**config.mk**
```make
export PLATFORM = sky130hd
export DESIGN_NAME = pgm_stream_decoder
export DESIGN_NICKNAME = d
export VERILOG_FILES = /design/src/pgmd_pkg.sv /design/src/pgmd_parser.sv /design/src/pgm_stream_decoder.sv
export SDC_FILE = /design/constraint.sdc
export NUM_CORES = 1
export LEC_CHECK = 0
export BUFFER_PORTS_ARGS = -buffer_cell sky130_fd_sc_hd__buf_4
export CAP_MARGIN = 20
export CORE_MARGIN = 8
export CORE_UTILIZATION = 57
export CTS_BUF_LIST = sky130_fd_sc_hd__clkbuf_4
export DETAILED_ROUTE_END_ITERATION = 10
export PLACE_DENSITY = 0.76
export SLEW_MARGIN = 20
export SYNTH_ARGS = -nofsm -noshare
export SYNTH_HDL_FRONTEND = slang
export SYNTH_SLANG_ARGS = --single-unit
```
**constraint.sdc**
```tcl
create_clock -name aclk -period 11.6 [get_ports aclk]
set_input_delay 2.32 -clock aclk [delete_from_list [all_inputs] [get_ports aclk]]
set_output_delay 2.32 -clock aclk [all_outputs]
set_load 0.02 [all_outputs]
```
**src/pgmd_pkg.sv**
```systemverilog
package pgmd_pkg;

    // error codes carried in a result item
    localparam logic [2:0] ERR_NONE   = 3'd0;
    localparam logic [2:0] ERR_MAGIC  = 3'd1;
    localparam logic [2:0] ERR_TOKEN  = 3'd2;
    localparam logic [2:0] ERR_SIZE   = 3'd3;
    localparam logic [2:0] ERR_MAXVAL = 3'd4;
    localparam logic [2:0] ERR_PIXEL  = 3'd5;
    localparam logic [2:0] ERR_EARLY  = 3'd6;

    localparam logic [7:0] CHAR_P    = 8'h50;
    localparam logic [7:0] CHAR_2    = 8'h32;
    localparam logic [7:0] CHAR_5    = 8'h35;
    localparam logic [7:0] CHAR_HASH = 8'h23;
    localparam logic [7:0] CHAR_LF   = 8'h0A;
    localparam logic [7:0] CHAR_CR   = 8'h0D;

    localparam logic [16:0] ACC_SAT = 17'd65536;

    localparam int TDATA_OUT_W = 72;

    typedef struct packed {
        logic [15:0] pixel_value;
        logic [15:0] column;
        logic [15:0] row;
        logic        wide_samples;
        logic [15:0] max_level;
        logic        last_pixel;
        logic [2:0]  error_code;
    } result_t;

endpackage

```
**src/pgmd_parser.sv**
```systemverilog
module pgmd_parser
    import pgmd_pkg::*;
#(
    parameter int unsigned MAX_DIMENSION = 65535
) (
    input  logic       aclk,
    input  logic       aresetn,
    input  logic       step,
    input  logic [7:0] data_byte,
    input  logic       end_of_stream,
    output logic       res_valid,
    output result_t    res
);

    typedef enum logic [2:0] {
        PH_MAGIC_P,
        PH_MAGIC_D,
        PH_WIDTH,
        PH_HEIGHT,
        PH_MAXVAL,
        PH_RASTER,
        PH_DONE,
        PH_HALT
    } phase_t;

    phase_t      phase_reg, phase_next;
    logic        ascii_mode_reg, ascii_mode_next;
    logic [15:0] image_width_reg, image_width_next;
    logic [15:0] image_height_reg, image_height_next;
    logic [15:0] max_level_reg, max_level_next;
    logic [16:0] accum_reg, accum_next;
    logic        digit_seen_reg, digit_seen_next;
    logic        in_comment_reg, in_comment_next;
    logic [7:0]  high_byte_reg, high_byte_next;
    logic        low_pending_reg, low_pending_next;
    logic [15:0] column_reg, column_next;
    logic [15:0] row_reg, row_next;

    logic        is_ws, is_digit, is_eol;
    logic [19:0] acc_sum;
    logic [16:0] acc_sat;
    logic [16:0] col_inc, row_inc;
    logic        col_end, is_last;
    logic        emit_pix, emit_err;
    logic [16:0] pix_val;
    logic [2:0]  err_code;

    assign is_ws    = (data_byte == 8'h20) || (data_byte inside {[8'h09:8'h0D]});
    assign is_digit = data_byte inside {[8'h30:8'h39]};
    assign is_eol   = (data_byte == CHAR_LF) || (data_byte == CHAR_CR);

    // decimal accumulate, saturating just past 16 bits
    assign acc_sum = {3'b000, accum_reg} * 20'd10 + {16'd0, data_byte[3:0]};
    assign acc_sat = (acc_sum > {3'b000, ACC_SAT}) ? ACC_SAT : acc_sum[16:0];

    assign col_inc = {1'b0, column_reg} + 17'd1;
    assign row_inc = {1'b0, row_reg} + 17'd1;
    assign col_end = col_inc >= {1'b0, image_width_reg};
    assign is_last = col_end && (row_inc >= {1'b0, image_height_reg});

    always_comb begin
        phase_next        = phase_reg;
        ascii_mode_next   = ascii_mode_reg;
        image_width_next  = image_width_reg;
        image_height_next = image_height_reg;
        max_level_next    = max_level_reg;
        accum_next        = accum_reg;
        digit_seen_next   = digit_seen_reg;
        in_comment_next   = in_comment_reg;
        high_byte_next    = high_byte_reg;
        low_pending_next  = low_pending_reg;
        column_next       = column_reg;
        row_next          = row_reg;
        emit_pix          = 1'b0;
        emit_err          = 1'b0;
        pix_val           = 17'd0;
        err_code          = ERR_NONE;

        if (end_of_stream) begin
            if (phase_reg == PH_MAGIC_P || phase_reg == PH_DONE || phase_reg == PH_HALT) begin
                emit_pix = 1'b0;
            end else if (phase_reg == PH_RASTER && ascii_mode_reg && digit_seen_reg
                         && is_last) begin
                emit_pix = 1'b1;
                pix_val  = accum_reg;
            end else begin
                emit_err = 1'b1;
                err_code = ERR_EARLY;
            end
        end else begin
            case (phase_reg)
                PH_MAGIC_P: begin
                    if (data_byte == CHAR_P) begin
                        phase_next = PH_MAGIC_D;
                    end else begin
                        emit_err = 1'b1;
                        err_code = ERR_MAGIC;
                    end
                end
                PH_MAGIC_D: begin
                    if (data_byte == CHAR_2) begin
                        ascii_mode_next = 1'b1;
                        phase_next      = PH_WIDTH;
                    end else if (data_byte == CHAR_5) begin
                        ascii_mode_next = 1'b0;
                        phase_next      = PH_WIDTH;
                    end else begin
                        emit_err = 1'b1;
                        err_code = ERR_MAGIC;
                    end
                end
                PH_WIDTH, PH_HEIGHT, PH_MAXVAL: begin
                    if (in_comment_reg) begin
                        if (is_eol) begin
                            in_comment_next = 1'b0;
                        end
                    end else if (is_digit) begin
                        accum_next      = acc_sat;
                        digit_seen_next = 1'b1;
                    end else if (is_ws || data_byte == CHAR_HASH) begin
                        if (data_byte == CHAR_HASH) begin
                            in_comment_next = 1'b1;
                        end
                        if (digit_seen_reg) begin
                            accum_next      = 17'd0;
                            digit_seen_next = 1'b0;
                            if (phase_reg == PH_MAXVAL) begin
                                if (accum_reg == 17'd0 || accum_reg[16]) begin
                                    emit_err = 1'b1;
                                    err_code = ERR_MAXVAL;
                                end else begin
                                    max_level_next   = accum_reg[15:0];
                                    phase_next       = PH_RASTER;
                                    column_next      = 16'd0;
                                    row_next         = 16'd0;
                                    low_pending_next = 1'b0;
                                end
                            end else if (accum_reg == 17'd0 || accum_reg[16]
                                         || accum_reg > 17'(MAX_DIMENSION)) begin
                                emit_err = 1'b1;
                                err_code = ERR_SIZE;
                            end else if (phase_reg == PH_WIDTH) begin
                                image_width_next = accum_reg[15:0];
                                phase_next       = PH_HEIGHT;
                            end else begin
                                image_height_next = accum_reg[15:0];
                                phase_next        = PH_MAXVAL;
                            end
                        end
                    end else begin
                        emit_err = 1'b1;
                        err_code = ERR_TOKEN;
                    end
                end
                PH_RASTER: begin
                    if (in_comment_reg) begin
                        if (is_eol) begin
                            in_comment_next = 1'b0;
                        end
                    end else if (!ascii_mode_reg) begin
                        if (max_level_reg[15:8] == 8'd0) begin
                            emit_pix = 1'b1;
                            pix_val  = {9'd0, data_byte};
                        end else if (!low_pending_reg) begin
                            high_byte_next   = data_byte;
                            low_pending_next = 1'b1;
                        end else begin
                            low_pending_next = 1'b0;
                            emit_pix         = 1'b1;
                            pix_val          = {1'b0, high_byte_reg, data_byte};
                        end
                    end else if (is_digit) begin
                        accum_next      = acc_sat;
                        digit_seen_next = 1'b1;
                    end else if (is_ws) begin
                        if (digit_seen_reg) begin
                            accum_next      = 17'd0;
                            digit_seen_next = 1'b0;
                            emit_pix        = 1'b1;
                            pix_val         = accum_reg;
                        end
                    end else begin
                        emit_err = 1'b1;
                        err_code = ERR_PIXEL;
                    end
                end
                default: begin
                    phase_next = phase_reg;
                end
            endcase
        end

        if (emit_pix) begin
            if (is_last) begin
                phase_next = PH_DONE;
            end else if (col_end) begin
                column_next = 16'd0;
                row_next    = row_inc[15:0];
            end else begin
                column_next = col_inc[15:0];
            end
        end
        if (emit_err) begin
            phase_next = PH_HALT;
        end

        // end of stream rearms for the next file
        if (end_of_stream) begin
            phase_next        = PH_MAGIC_P;
            ascii_mode_next   = 1'b0;
            image_width_next  = 16'd0;
            image_height_next = 16'd0;
            max_level_next    = 16'd0;
            accum_next        = 17'd0;
            digit_seen_next   = 1'b0;
            in_comment_next   = 1'b0;
            high_byte_next    = 8'd0;
            low_pending_next  = 1'b0;
            column_next       = 16'd0;
            row_next          = 16'd0;
        end
    end

    always_comb begin
        res_valid = emit_pix || emit_err;
        res       = '0;
        if (emit_err) begin
            res.error_code = err_code;
        end else begin
            res.pixel_value  = pix_val[16] ? 16'hFFFF : pix_val[15:0];
            res.column       = column_reg;
            res.row          = row_reg;
            res.wide_samples = |max_level_reg[15:8];
            res.max_level    = max_level_reg;
            res.last_pixel   = is_last;
            res.error_code   = ERR_NONE;
        end
    end

    always_ff @(posedge aclk) begin
        if (!aresetn) begin
            phase_reg        <= PH_MAGIC_P;
            ascii_mode_reg   <= 1'b0;
            image_width_reg  <= 16'd0;
            image_height_reg <= 16'd0;
            max_level_reg    <= 16'd0;
            accum_reg        <= 17'd0;
            digit_seen_reg   <= 1'b0;
            in_comment_reg   <= 1'b0;
            high_byte_reg    <= 8'd0;
            low_pending_reg  <= 1'b0;
            column_reg       <= 16'd0;
            row_reg          <= 16'd0;
        end else if (step) begin
            phase_reg        <= phase_next;
            ascii_mode_reg   <= ascii_mode_next;
            image_width_reg  <= image_width_next;
            image_height_reg <= image_height_next;
            max_level_reg    <= max_level_next;
            accum_reg        <= accum_next;
            digit_seen_reg   <= digit_seen_next;
            in_comment_reg   <= in_comment_next;
            high_byte_reg    <= high_byte_next;
            low_pending_reg  <= low_pending_next;
            column_reg       <= column_next;
            row_reg          <= row_next;
        end
    end

endmodule

```
**src/pgm_stream_decoder.sv**
```systemverilog
// channel  | dir | handshake          | payload
// s_       | in  | s_tvalid/s_tready  | tdata: data_byte; tlast: end_of_stream
// m_       | out | m_tvalid/m_tready  | tdata: pixel_value, column, row, wide_samples,
//          |     |                    |        max_level, error_code; tlast: last_pixel
//
// one item per cycle sustained while the m_ side takes results; an accepted item passes from the
// input register through the parser logic into the result register
// the header/raster parser state updates once per item, which sets the one-cycle rate
// aresetn is synchronous and clears the parser, input and result valid bits
// a stalled m_ side holds the result; the input register keeps taking items
// until it is full and the result register cannot drain
module pgm_stream_decoder
    import pgmd_pkg::*;
#(
    parameter int unsigned MAX_DIMENSION = 65535
) (
    input  logic                   aclk,
    input  logic                   aresetn,
    input  logic                   s_tvalid,
    output logic                   s_tready,
    input  logic [7:0]             s_tdata,   // [7:0] data_byte
    input  logic                   s_tlast,   // end_of_stream
    output logic                   m_tvalid,
    input  logic                   m_tready,
    // [15:0] pixel_value, [31:16] column, [47:32] row, [48] wide_samples,
    // [64:49] max_level, [67:65] error_code, [71:68] zero
    output logic [TDATA_OUT_W-1:0] m_tdata,
    output logic                   m_tlast    // last_pixel
);

    logic       in_vld_reg;
    logic [7:0] in_byte_reg;
    logic       in_eos_reg;
    logic       out_vld_reg;
    result_t    out_res_reg;
    logic       advance;
    logic       res_valid;
    result_t    res;

    assign advance  = in_vld_reg && (!out_vld_reg || m_tready);
    assign s_tready = !in_vld_reg || advance;

    pgmd_parser #(
        .MAX_DIMENSION(MAX_DIMENSION)
    ) u_parser (
        .aclk          (aclk),
        .aresetn       (aresetn),
        .step          (advance),
        .data_byte     (in_byte_reg),
        .end_of_stream (in_eos_reg),
        .res_valid     (res_valid),
        .res           (res)
    );

    always_ff @(posedge aclk) begin
        if (!aresetn) begin
            in_vld_reg  <= 1'b0;
            out_vld_reg <= 1'b0;
        end else begin
            if (s_tready) begin
                in_vld_reg <= s_tvalid;
            end
            if (advance) begin
                out_vld_reg <= res_valid;
            end else if (m_tready) begin
                out_vld_reg <= 1'b0;
            end
        end
    end

    always_ff @(posedge aclk) begin
        if (s_tvalid && s_tready) begin
            in_byte_reg <= s_tdata;
            in_eos_reg  <= s_tlast;
        end
        if (advance) begin
            out_res_reg <= res;
        end
    end

    assign m_tvalid = out_vld_reg;
    assign m_tlast  = out_res_reg.last_pixel;
    assign m_tdata  = {4'd0, out_res_reg.error_code, out_res_reg.max_level,
                       out_res_reg.wide_samples, out_res_reg.row,
                       out_res_reg.column, out_res_reg.pixel_value};

    // an error item carries nothing but its code
    assert property (@(posedge aclk) disable iff (!aresetn)
        out_vld_reg && out_res_reg.error_code != ERR_NONE |->
            !out_res_reg.last_pixel && out_res_reg.pixel_value == 16'd0
            && out_res_reg.max_level == 16'd0)
        else $error("error item with pixel payload");

    // the input side only stalls when both registers are full and the sink stalls
    assert property (@(posedge aclk) disable iff (!aresetn)
        !s_tready |-> in_vld_reg && out_vld_reg && !m_tready)
        else $error("input stalled without back pressure");

    assert property (@(posedge aclk) disable iff (!aresetn)
        out_vld_reg |-> out_res_reg.error_code <= ERR_EARLY)
        else $error("undefined error code");

endmodule

```
==> results.json, run 1 <==
{
  "fmax_mhz": 196,
  "crit_top_cell": "buf_4",
  "first_iter_violations": 826,
  "cts_buffer_depth": 2,
  "endpoint_kind": "output port",
  "root_buffer": "clkbuf_4",
  "pre_cts_ws_ns": 6.23,
  "ant_nets": 0,
  "cp.depth": 3,
  "tns_ns": 0,
  "async_reset_ff_frac": 0,
  "p_per_area_nw_per_um2": 103,
  "die_y_um": 155,
  "fillers": 1604,
  "dr.pass1.iters": 5,
  "rows": 50,
  "r2r-end": "m_tdata[9]",
  "dieArea_um2": 23900,
  "clock_latency_ns": 0.58,
  "rsz0062_at_grt": "no",
  "power_leakage_uw": 0.00468,
  "finalSetupViolCount": 0,
  "synth_top_area_frac": 0.214,
  "hp-class": "flip-flop to flip-flop",
  "cts_hold_buf": 0,
  "avgSynthCellArea_um2": 9.45,
  "ys_ff_latch": 192,
  "grt_usage": 0.210,
  "clk_pin_slew_ns": 0.15,
  "path_max_fanout": 3,
  "reg2reg_depth": 17,
  "start_util": 0.583,
  "ios": 88,
  "synth_flop_cell": "dfxtp_1",
  "ys_seq_area_frac": 0.422,
  "cts_buffers": 17,
  "slowest_delay_ns": 0.18,
  "vias_per_cell": 5.90,
  "timing.slew.headroom": 0.372,
  "worst_pin_slew_ns": 0.939,
  "timing.rr.start": "u_parser.row_reg[0]",
  "clock_skew_ns": 0.0193,
  "yosysUniqueCellTypes": 81,
  "netlist_top_cells_area": "edfxtp_1 21%, dfxtp_1 21%, ha_1 7.7%, nor2b_1 4.6%, nand2_1 4.1%",
  "synth_cells": 1158,
  "crit_type": "primary input to output port",
  "area_growth_pct": 10.0,
  "fin_ws_ns": 6.49,
  "syn_area_um2": 10900,
  "grt_max_degree": 89,
  "synth-edff-count": 78,
  "cp_cell_sequence": "buf_4 -> nand3b_1 -> buf_4",
  "crit_start": "m_tready",
  "core_area_um2": 18800,
  "clock-sinks": 192,
  "timing.final.crit_share": 0.440,
  "cp.required_ns": 9.28,
  "antenna_found_initial": 2,
  "cts_setup_buffers": 0,
  "chipWidth_um": 155,
  "status": "complete, no violations",
  "drc": 0,
  "arrival_ns": 2.79,
  "grt_pass1_vias": 7984,
  "post-route-min-period_ns": 5.11,
  "drv_cap": 0,
  "maxSlewViolCount": 0,
  "largest_reg_flops": 68,
  "crit_family": "buffers and inverters",
  "crit_path_top_delay_cell": "nand3b_1",
  "gp_congestion": 0.899,
  "ctsResizeCount": 0,
  "htreeDepth": 4,
  "ys.warnings.count": 0,
  "final_nets": 1296,
  "wl_per_cell_um": 17.4,
  "grt-ovfl-total": 0,
  "drive_gt1_frac": 0.132,
  "dp_hpwl_mm": 18.4,
  "vdd_ir_drop_max_mv": 0.0732,
  "critPathLaunchType": "primary input",
  "power_uw": 1250,
  "cts_tree": "yes",
  "synth.largest_area_cell": "edfxtp_1",
  "totalWireLength_mm": 25.5,
  "r2r_setup_slack_ns": 6.93,
  "numPortBuffers": 83,
  "critical_path_buf_inv_count": 2,
  "vias": 8620,
  "crit_end": "s_tready",
  "hold_viol_final": 0,
  "grt_pass1_wl_mm": 40.6
}
[final cells by class]
class / instances / area, um^2 / share of cell area
well taps: 234 / 293 / 0.0243
flip-flops and latches: 192 / 4620 / 0.384
repair buffers: 91 / 681 / 0.0565
diodes: 1 / 2.50 / 0.000208
multi-input cells: 870 / 5930 / 0.492
clock inverters: 15 / 229 / 0.0190
clock buffers: 17 / 128 / 0.0106
inverters: 42 / 159 / 0.0132
[how the worst min path moves through the flow]
stage	end	depth (start not counted)	startpoint
after floorplan	u_parser.max_level_reg[0]	2	u_parser.max_level_reg[0]
after global placement	u_parser.max_level_reg[6]	2	u_parser.max_level_reg[6]
after detailed placement	u_parser.max_level_reg[0]	2	u_parser.max_level_reg[0]
after CTS	u_parser.max_level_reg[6]	2	u_parser.max_level_reg[6]
after global routing	u_parser.max_level_reg[3]	2	u_parser.max_level_reg[3]
final	u_parser.max_level_reg[6]	2	u_parser.max_level_reg[6]
[synth_stat cells, drive strengths merged (5+ instances only)]
cell type  instances
a21boi            24
a21o              20
a21oi             38
a22o              10
a22oi             21
a31oi              6
a41oi              5
and2              62
and3              16
buf               20
clkbuf            37
dfxtp            114
edfxtp            78
ha                67
inv               42
mux2i             35
nand2            121
nand2b             8
nand3             26
nand4             16
nor2              74
nor2b             81
nor3              18
nor4               9
o211ai            10
o21ai             71
or2                5
xnor2             31
xor2              24
[per-layer routing]
metal | GRT usage | wire, um | up-vias
met5 | 0 | 13 | -
met2 | 0.345 | 12000 | 307
li1 | - | - | 4227
met3 | 0.0451 | 1640 | 45
met1 | 0.272 | 11300 | 4039
met4 | 0.0644 | 525 | 2
[worst register-to-register path, delay by kind of cell, from the launching register on]
| kind | cells | cell delay [ns] |
|---|---|---|
| buffers and inverters | 2 | 0.48 |
| AND/OR/NAND/NOR | 7 | 1.29 |
| AO/OA/AOI/OAI | 5 | 1.37 |
| flip-flops | 1 | 0.50 |
| XOR/XNOR | 1 | 0.19 |
| adder cells (fa/ha/maj) | 2 | 0.58 |
[layout by cell type, fill, tap and decap left out, types with 4 or more instances in the layout]
master,instances
a21boi_0,20
a21o_1,20
a21oi_1,37
a22o_1,10
a22oi_1,21
a31oi_1,6
a41oi_1,5
and2_1,62
and3_1,16
buf_4,90
bufinv_16,5
clkbuf_4,17
conb_1,4
dfxtp_1,114
edfxtp_1,78
ha_1,67
inv_1,41
inv_6,4
mux2i_1,35
nand2_1,121
nand2b_1,8
nand3_1,26
nand3b_1,4
nand4_1,15
nor2_1,74
nor2b_1,80
nor3_1,16
nor4_1,7
o211ai_1,9
o21ai_0,53
o21ai_1,5
o21ai_2,11
o31ai_1,4
or2_2,5
or3_1,4
xnor2_1,30
xor2_1,24
[metrics by stage]
| stage | utilization | hold slack, ns | instance area [um^2] | std cells |
|---|---|---|---|---|
| finish | 0.642 | 0.479 | 12000 | 1462 |
| CTS | 0.641 | 0.480 | 12000 | 1460 |
| floorplan | - | 0.439 | 11000 | 1161 |
| global placement | 0.622 | 0.457 | 11700 | 1428 |
| detailed placement | 0.622 | 0.460 | 11700 | 1428 |
| global route | 0.642 | 0.511 | 12000 | 1462 |
[where the power goes]
part / switching (uW) / total (uW) / leakage (uW) / internal, uW
combinational: 55.9 / 86.6 / 0.00285 / 30.7
clock: 239 / 435 / 0.000183 / 196
sequential: 9.75 / 725 / 0.00164 / 715
total: 304 / 1250 / 0.00468 / 942
[cell families (layout without fill, tap and decap cells)]
| logic type | after synthesis | count (layout) | share of synthesized area |
|---|---|---|---|
| buffers and inverters | 99 | 165 | 0.0374 |
| adders and majority gates | 69 | 69 | 0.0802 |
| AOI/OAI and AO/OA | 245 | 245 | 0.160 |
| and+or+nand+nor | 459 | 459 | 0.219 |
| other | 1 | 5 | 0.000343 |
| DFF | 192 | 192 | 0.422 |
| muxes | 38 | 38 | 0.0351 |
| xor gates and xnor gates | 55 | 55 | 0.0447 |
Power figures use the tool's default switching activity.
==> run 2, diff against run 1 <==
- ABC_AREA: default -> 1
- PLACE_DENSITY: 0.76 -> 0.79
- clock period: 11.6 -> 4.5 ns (I/O delays scaled with it)
==> results.json, run 2 <==
{
  "r2r_setup_slack_ns": 0.34,
  "drv_cap": 0,
  "htreeDepth": 4,
  "path_max_fanout": 38,
  "maxSlewViolCount": 0,
  "p_per_area_nw_per_um2": 262,
  "antenna_found_initial": 1,
  "r2r-end": "m_tdata[55]",
  "start_util": 0.575,
  "cts_buffers": 17,
  "chipWidth_um": 164,
  "drive_gt1_frac": 0.112,
  "grt-ovfl-total": 0,
  "crit_end": "m_tdata[55]",
  "yosysUniqueCellTypes": 55,
  "cp.required_ns": 4.97,
  "ys_top_cells_by_count": "393 x nand2_1, 220 x inv_1, 180 x nor2_1, 139 x a21oi_1, 114 x dfxtp_1",
  "final_nets": 1861,
  "synth_flop_cell": "dfxtp_1",
  "post-route-min-period_ns": 4.16,
  "fin_cells": 2073,
  "synth_cells": 1725,
  "rows": 54,
  "async_reset_ff_frac": 0,
  "die_y_um": 164,
  "vias_per_cell": 5.77,
  "synth_top_area_frac": 0.188,
  "cp_cell_sequence": "inv_1 -> nor3_1 -> nand3_1 -> nor2_1 -> nand3_1 -> or4_1 -> o21ai_0 -> inv_1 -> ha_1 -> nand4_1 -> nor4_1 -> nand2_1 -> nand3_2 -> nand3_2 -> a21boi_2 -> inv_2 -> buf_12 -> nor2_1",
  "critPathLaunchType": "flip-flop",
  "dieArea_um2": 26800,
  "fmax_mhz": 240,
  "slowest_delay_ns": 0.47,
  "synth.largest_area_cell": "edfxtp_1",
  "critical_path_buf_inv_count": 4,
  "first_iter_violations": 1053,
  "arrival_ns": 4.63,
  "ys_ff_latch": 192,
  "clk_pin_slew_ns": 0.18,
  "grt_max_degree": 70,
  "area_growth_pct": 9.32,
  "avgSynthCellArea_um2": 7.21,
  "ys_seq_area_frac": 0.372,
  "largest_reg_flops": 68,
  "clock-sinks": 192,
  "ys.warnings.count": 0,
  "yosysMostFrequentCell": "nand2_1",
  "vias": 12000,
  "gp_congestion": 0.943,
  "status": "complete, no violations",
  "reg2reg_depth": 18,
  "ios": 88,
  "ant_nets": 0,
  "rsz0062_at_grt": "yes",
  "pre_cts_ws_ns": 0.289,
  "synth-edff-count": 78,
  "syn_area_um2": 12400,
  "numPortBuffers": 83,
  "worst_pin_slew_ns": 0.959,
  "placed_cell_area_um2": 13200,
  "grt_pass1_wl_mm": 56.4,
  "hold_viol_final": 0,
  "clock_skew_ns": 0.0345,
  "fin_area_um2": 13600,
  "totalWireLength_mm": 34.8,
  "finalSetupViolCount": 0,
  "vdd_ir_drop_max_mv": 0.203,
  "dp_hpwl_mm": 25.5,
  "mostFrequentLayoutCells": "393 x nand2_1, 218 x inv_1, 179 x nor2_1, 139 x a21oi_1, 113 x dfxtp_1",
  "cts_tree": "yes",
  "cts_hold_buf": 0,
  "place_inst": 2036,
  "timing.slew.headroom": 0.361,
  "grt_pass1_vias": 11200,
  "netlist_top_cells_area": "edfxtp_1 19%, dfxtp_1 18%, nand2_1 12%, ha_1 6.7%, inv_1 6.6%",
  "hp-class": "primary input to flip-flop",
  "mostFrequentLayoutCell": "nand2_1",
  "clock_latency_ns": 0.62,
  "core_area_um2": 21600,
  "power_leakage_uw": 0.00585,
  "crit_start": "u_parser.row_reg[0]",
  "root_buffer": "clkbuf_4",
  "drc": 0,
  "crit_path_top_delay_cell": "dfxtp_1",
  "timing.final.crit_share": 0.925,
  "cp.depth": 18,
  "timing.rr.start": "u_parser.row_reg[0]",
  "wl_per_cell_um": 16.8,
  "crit_family": "simple AND/OR/NAND/NOR gates",
  "dr.pass1.iters": 5,
  "endpoint_kind": "flip-flop",
  "grt_usage": 0.260,
  "cts_buffer_depth": 2,
  "fin_ws_ns": 0.336,
  "crit_type": "flip-flop to flip-flop"
}
[run 2: cell count changes after synthesis, moves of 74 or more]
cell,delta
nand2_1,+272
inv_1,+178
nor2_1,+106
a21oi_1,+102
nor2b_1,-81
nand3_1,+74
[run 2: per-layer routing]
| metal | part of all wire | wire, um | GRT usage |
|---|---|---|---|
| met2 | 0.48 | 16600 | 0.439 |
| met5 | 0 | 0 | 0 |
| met3 | 0.066 | 2290 | 0.0426 |
| met4 | 0.032 | 1100 | 0.108 |
| met1 | 0.42 | 14800 | 0.325 |
[run 2: worst min path at each step]
stage	start	end	depth (start not counted)
global route	s_tdata[1]	in_byte_reg[1]	1
detailed placement	u_parser.max_level_reg[3]	u_parser.max_level_reg[3]	2
CTS	s_tdata[3]	in_byte_reg[3]	1
finish	s_tdata[3]	in_byte_reg[3]	1
global placement	u_parser.max_level_reg[4]	u_parser.max_level_reg[4]	2
floorplan	u_parser.max_level_reg[3]	u_parser.max_level_reg[3]	2
[run 2: metrics by stage]
| step | hold WS [ns] | power (uW) | util | TNS (ns) |
|---|---|---|---|---|
| 2_1_floorplan | 0.430 | 2400 | - | 0 |
| 3_3_place_gp | 0.448 | 2580 | 0.612 | 0 |
| 3_5_place_dp | 0.450 | 2590 | 0.612 | 0 |
| 4_1_cts | 0.411 | 3550 | 0.626 | 0 |
| 5_1_grt | 0.405 | 3700 | 0.629 | -0.0179 |
| 6_report | 0.448 | 3560 | 0.629 | 0 |
[run 2: cell type report]
class / count / area, um^2
Antenna cell: 1 / 2.50
Fill cell: 1990 / 8030
Clock buffer: 17 / 128
Inverter: 238 / 901
Clock inverter: 15 / 184
Timing Repair Buffer: 105 / 813
Tap cell: 280 / 350
Multi-Input combinational cell: 1225 / 6590
Sequential cell: 192 / 4630
[run 2: cells by family after synthesis]
logic type,share of synthesized area
compound gates,0.146
fa+ha+maj,0.0707
xor+xnor,0.0190
simple gates,0.292
other cells,0.000302
flops,0.372
buf+inv,0.0997
[run 2: timing repair]
action,in CTS,in global routing
endpoints found under the setup margin,0,86
buffers inserted,0,4
resized for setup,0,1
[run 2: power breakdown]
group	switching, uW	internal (uW)	leakage [uW]
combinational	457	210	0.00399
clock	722	266	0.000163
sequential	35.1	1870	0.00169
total	1210	2340	0.00585
